--- src/design/ocd_ram.sv ---
`timescale 1ns / 1ps
// Generic synchronous RAM: one write port, two registered read ports.
// No dependencies.
module ocd_ram #(
   parameter int unsigned WIDTH = 8,
   parameter int unsigned DEPTH = 16
) (
   input  logic                     clock,
   input  logic                     wr_en,
   input  logic [$clog2(DEPTH)-1:0] wr_addr,
   input  logic [WIDTH-1:0]         wr_data,
   input  logic                     rd_en,
   input  logic [$clog2(DEPTH)-1:0] rd_addr_a,
   input  logic [$clog2(DEPTH)-1:0] rd_addr_b,
   output logic [WIDTH-1:0]         rd_data_a,
   output logic [WIDTH-1:0]         rd_data_b
);

   logic [WIDTH-1:0] mem [DEPTH];

   always_ff @(posedge clock) begin
      if (wr_en) begin
         mem[wr_addr] <= wr_data;
      end
      if (rd_en) begin
         rd_data_a <= mem[rd_addr_a];
         rd_data_b <= mem[rd_addr_b];
      end
   end

endmodule

--- config.mk ---
export PLATFORM = sky130hd
export DESIGN_NAME = ocd_ram
export DESIGN_NICKNAME = d
export VERILOG_FILES = /design/src/design/ocd_ram.sv
export SDC_FILE = /design/constraint.sdc
export NUM_CORES = 1
export LEC_CHECK = 0
export ABC_AREA = 1
export BUFFER_PORTS_ARGS = -buffer_cell sky130_fd_sc_hd__buf_2
export CORE_UTILIZATION = 56
export CTS_BUF_LIST = sky130_fd_sc_hd__clkbuf_16
export CTS_CLUSTER_SIZE = 14
export DETAILED_ROUTE_END_ITERATION = 12
export PLACE_DENSITY = 0.74
export SYNTH_ARGS = -nofsm -noshare
export SYNTH_HDL_FRONTEND = slang
export SYNTH_SLANG_ARGS = --single-unit
--- constraint.sdc ---
create_clock -name clock -period 3.6 [get_ports clock]
set_input_delay 0.72 -clock clock [delete_from_list [all_inputs] [get_ports clock]]
set_output_delay 0.72 -clock clock [all_outputs]
set_load 0.05 [all_outputs]
Yosys cells after proc, flatten, opt, wreduce, memory -nomap -nowiden
Memories as Yosys holds them, arrays and structs flattened. A register that Yosys moved wholly into a read port is not among the register bits.
Cells that the tools add are included.
Widths: inputs -> output; s select.
{ "totals": {"ff_bits": 0, "latchBits": 0, "mem_bits_rw": 128, "rom_bits": 0, "in_bits": 23, "output_inout_bits": 16, "elab_cells": 3, "memories": 1} }
{ "memory_table": {"columns": ["name", "depth", "width", "read_ports", "rd_ports_with_merged_regs", "write_ports", "line_no", "text"], "rows": [
  ["mem", 16, 8, 2, 2, 1, "19", "logic [WIDTH-1:0] mem [DEPTH];"]
]} }
{ "classes": {"addsub": 0, "mul": 0, "div": 0, "n_lt_le_gt_ge": 0, "n_eq_ne": 0, "shift": 0, "mux": 2, "n_bitwise": 0, "reduce_logical": 0} }
{ "ops": {"columns": ["cell", "n"], "rows": [
  ["$mux 1", 2]
]} }

Logic depth before layout (Yosys ltp)
{ "depth": {"word_depth": 2, "mapped_depth": 7, "ltp_nobuf": 6} }

Least setup slack after synthesis
Ideal clock, no wire load.
{ "synth_timing": {"kind": "input-to-reg", "start": "in wr_addr[2]", "end": "mem mem[10][0], enable pin", "setup_time_ns": 0.370, "arrival_ns": 1.301, "t_required_ns": 3.230, "setup_slack_ns": 1.929, "cell_stages": 2, "n_path_buf": 0, "path_cell_list": "nand3b_1 nor2_1"} }
{ "synth_lines": {"columns": ["item", "line_no", "text"], "rows": [
  ["start, declared", "10", "input logic [$clog2(DEPTH)-1:0] wr_addr,"],
  ["end, declared", "19", null]
]} }
Straight into the memory's write port.

==> flow_metrics.env <==
export IMPL_ys_warn_count=0
export IMPL_routed_via_density=5.84
export IMPL_maximum_level_of_the_cts_h_tree=4
export IMPL_final_common_cell="sky130_fd_sc_hd__nand2_1"
export IMPL_drc=0
export IMPL_tns_ns=0
export IMPL_synth_ff_latch_count=144
export IMPL_synth_top_cell_area_share=0.583
export IMPL_wl_per_cell_um=19.6
export IMPL_finalSetupViolCount=0
export IMPL_synthCells=851
export IMPL_crit_path_max_fo=40
export IMPL_drt_initial_drc_count=954
export IMPL_route_antenna_remaining_nets=0
export IMPL_cts_tree="done"
export IMPL_floorplan_core_area_mm2=0.0128
export IMPL_synthDominantAreaCellType="sky130_fd_sc_hd__edfxtp_1"
export IMPL_cts_resized=0
export IMPL_synth_nets=874
export IMPL_fmax_mhz=482
export IMPL_cap_viol_max_count=0
export IMPL_core_rowCount=41
export IMPL_cts_sinks=144
export IMPL_pin_count_of_the_biggest_net_entering_global_routing=65
export IMPL_drive_gt1_frac=0.0907
export IMPL_outcome="completed"
export IMPL_clock_pin_slew_worst_setup_and_hold_paths_ns=0.06
export IMPL_areaGrowthSynthToFinish_pct=10.1
export IMPL_placed_cells_incl_taps=1022
export IMPL_fin_worst_skew_ns=0.00887
export IMPL_finalNetCount=892
export IMPL_die_height_um=117
export IMPL_layout_common_cells="sky130_fd_sc_hd__nand2_1, sky130_fd_sc_hd__nand3_1, sky130_fd_sc_hd__edfxtp_1"
export IMPL_via_count=6158
export IMPL_critical_path_startpoint_type="input pin"
export IMPL_gr_usage_all_layers=0.328
export IMPL_netlist_top_cells_area="sky130_fd_sc_hd__edfxtp_1, sky130_fd_sc_hd__nand3_1, sky130_fd_sc_hd__nand2_1, sky130_fd_sc_hd__inv_1, sky130_fd_sc_hd__buf_6"
export IMPL_timing_critical_path_required_ns=3.79
export IMPL_seq_area_frac_synth=0.583
export IMPL_unrepaired_setup_endpoints_after_global_routing="no"
export IMPL_routabilityCongestion=0.912
export IMPL_n_antenna_cell=0
export IMPL_first_global_vias=5682
export IMPL_die_w_um=117
export IMPL_clock_latency_ns=0.44
export IMPL_worst_slew_pin_transition_ns=1.17
export IMPL_timing_hold_worst_path_depth=1
export IMPL_initial_antenna_violation_count=0
export IMPL_static_leakage_power_uw=0.00365
export IMPL_relSlewSlack=0.218
export IMPL_finalHoldViolCount=0
export IMPL_final_max_slew_violation_count=0
export IMPL_final_min_clock_period_ns=2.07
export IMPL_ioPinCount=39
export IMPL_synthesis_area_per_instance_um2=8.72
export IMPL_critPathArrivalTime_ns=2.26
export IMPL_critPathMaxStageDelay_ns=0.46
export IMPL_clock_tree_buffer_depth=2
export IMPL_irDropWorstVdd_v=0.000316
export IMPL_layout_worst_path_cycle_share=0.576
export IMPL_critPathSlowestCell="sky130_fd_sc_hd__inv_2"
export IMPL_dr_pass1_iters=6
export IMPL_cts_hold_fix_buffers=0
export IMPL_finalWirelength_um=20700
export IMPL_class_of_the_most_critical_hold_timing_path="in -> reg"
export IMPL_timing_critical_path_max_delay_family="buffers and inverters"
export IMPL_clk_root_buffer_cell="sky130_fd_sc_hd__clkbuf_16"
export IMPL_syn_cell_area_mm2=0.00742
export IMPL_reg2reg_depth=6
export IMPL_synth_cell_type_count=12
export IMPL_place_port_buffers=38
export IMPL_instances_no_fill=1054
export IMPL_floorplan_die_area_mm2=0.0137
export IMPL_crit_top_cell="sky130_fd_sc_hd__nand3_1"
export IMPL_timing_critical_path_cells="buf_2 > inv_2 > buf_12 > nand2_1 > nand3_1 > nand3_1 > nand3_1 > nand2_1"
export IMPL_critical_path_class="in -> reg"
export IMPL_setup_worst_path_end_class="flop"
export IMPL_first_pass_grt_wire_length_um=31800
export IMPL_post_cts_buffers=0
export IMPL_cellPowerDensity_mw_per_mm2=502
export IMPL_critical_path_n_buffers_inverters=3
export IMPL_start_util=0.581
export IMPL_hpwl_after_detailed_placement_um=13000
export IMPL_globalRoute_totalOverflow=0
export IMPL_cp_num_cells=8
export IMPL_cts_bufs_inserted=17
==> path summary, 6_finish.rpt <==
kind                 from           end  slack [ns]
min reg2reg    mem[10][2]  rd_data_a[2]        0.77
min            wr_data[0]    mem[12][0]        0.70
max          rd_addr_b[0]  rd_data_b[7]        1.53
max reg2reg     mem[3][7]  rd_data_a[7]        2.31
==> metrics by stage <==
step / util / cell area [um^2] / power, uW / hold slack, ns / worst slack [ns]
2_1_floorplan: - / 7420 / 2230 / 0.701 / 1.93
3_3_place_gp: 0.593 / 7570 / 2340 / 0.744 / 1.20
3_5_place_dp: 0.593 / 7570 / 2350 / 0.760 / 1.15
4_1_cts: 0.639 / 8170 / 4090 / 0.700 / 1.59
5_1_grt: 0.639 / 8170 / 4210 / 0.715 / 1.39
6_report: 0.639 / 8170 / 4100 / 0.703 / 1.53
==> where the power goes <==
group          internal, uW  switching, uW  total (uW)
Clock                  1080            685        1770
Sequential             1900           13.3        1910
Combinational           103            320         423
==> sequential cells by signal, indices dropped and copies added, names as in the netlist <==
register and flops:
rd_data_b 8, rd_data_a 8, mem 128
==> cell type report <==
| cell class | instances | area [um^2] |
|---|---|---|
| flip-flops and latches | 144 | 4320 |
| clock inverters | 15 | 169 |
| inverters | 138 | 518 |
| multi-input cells | 521 | 2240 |
| clock buffers | 17 | 425 |
| repair buffers | 47 | 270 |
| fillers | 1015 | 4610 |
| well taps | 172 | 215 |
==> layer usage <==
metal / vias to the layer above / wire length, um / GRT usage
met1: 2833 / 8160 / 0.458
met2: 477 / 9170 / 0.489
met4: 0 / 677 / 0.154
met3: 54 / 2690 / 0.0752
met5: - / 0 / 0
li1: 2794 / - / -
==> synthesized netlist by cell type <==
cell type                  instances
sky130_fd_sc_hd__inv_2             4
sky130_fd_sc_hd__buf_1             1
sky130_fd_sc_hd__clkbuf_1          3
sky130_fd_sc_hd__buf_4             4
sky130_fd_sc_hd__nand3b_1          2
sky130_fd_sc_hd__inv_1           134
sky130_fd_sc_hd__nor2_1           17
sky130_fd_sc_hd__edfxtp_1        144
sky130_fd_sc_hd__buf_2            26
sky130_fd_sc_hd__nand2_1         277
sky130_fd_sc_hd__nand3_1         225
sky130_fd_sc_hd__buf_6            14
==> logic make-up after synthesis <==
| group | count (synthesis) | share of synthesized area |
|---|---|---|
| AND/OR/NAND/NOR | 521 | 0.303 |
| flip-flops | 144 | 0.583 |
| buffers and inverters | 186 | 0.115 |
No activity file was read; power rests on OpenSTA's default activity.
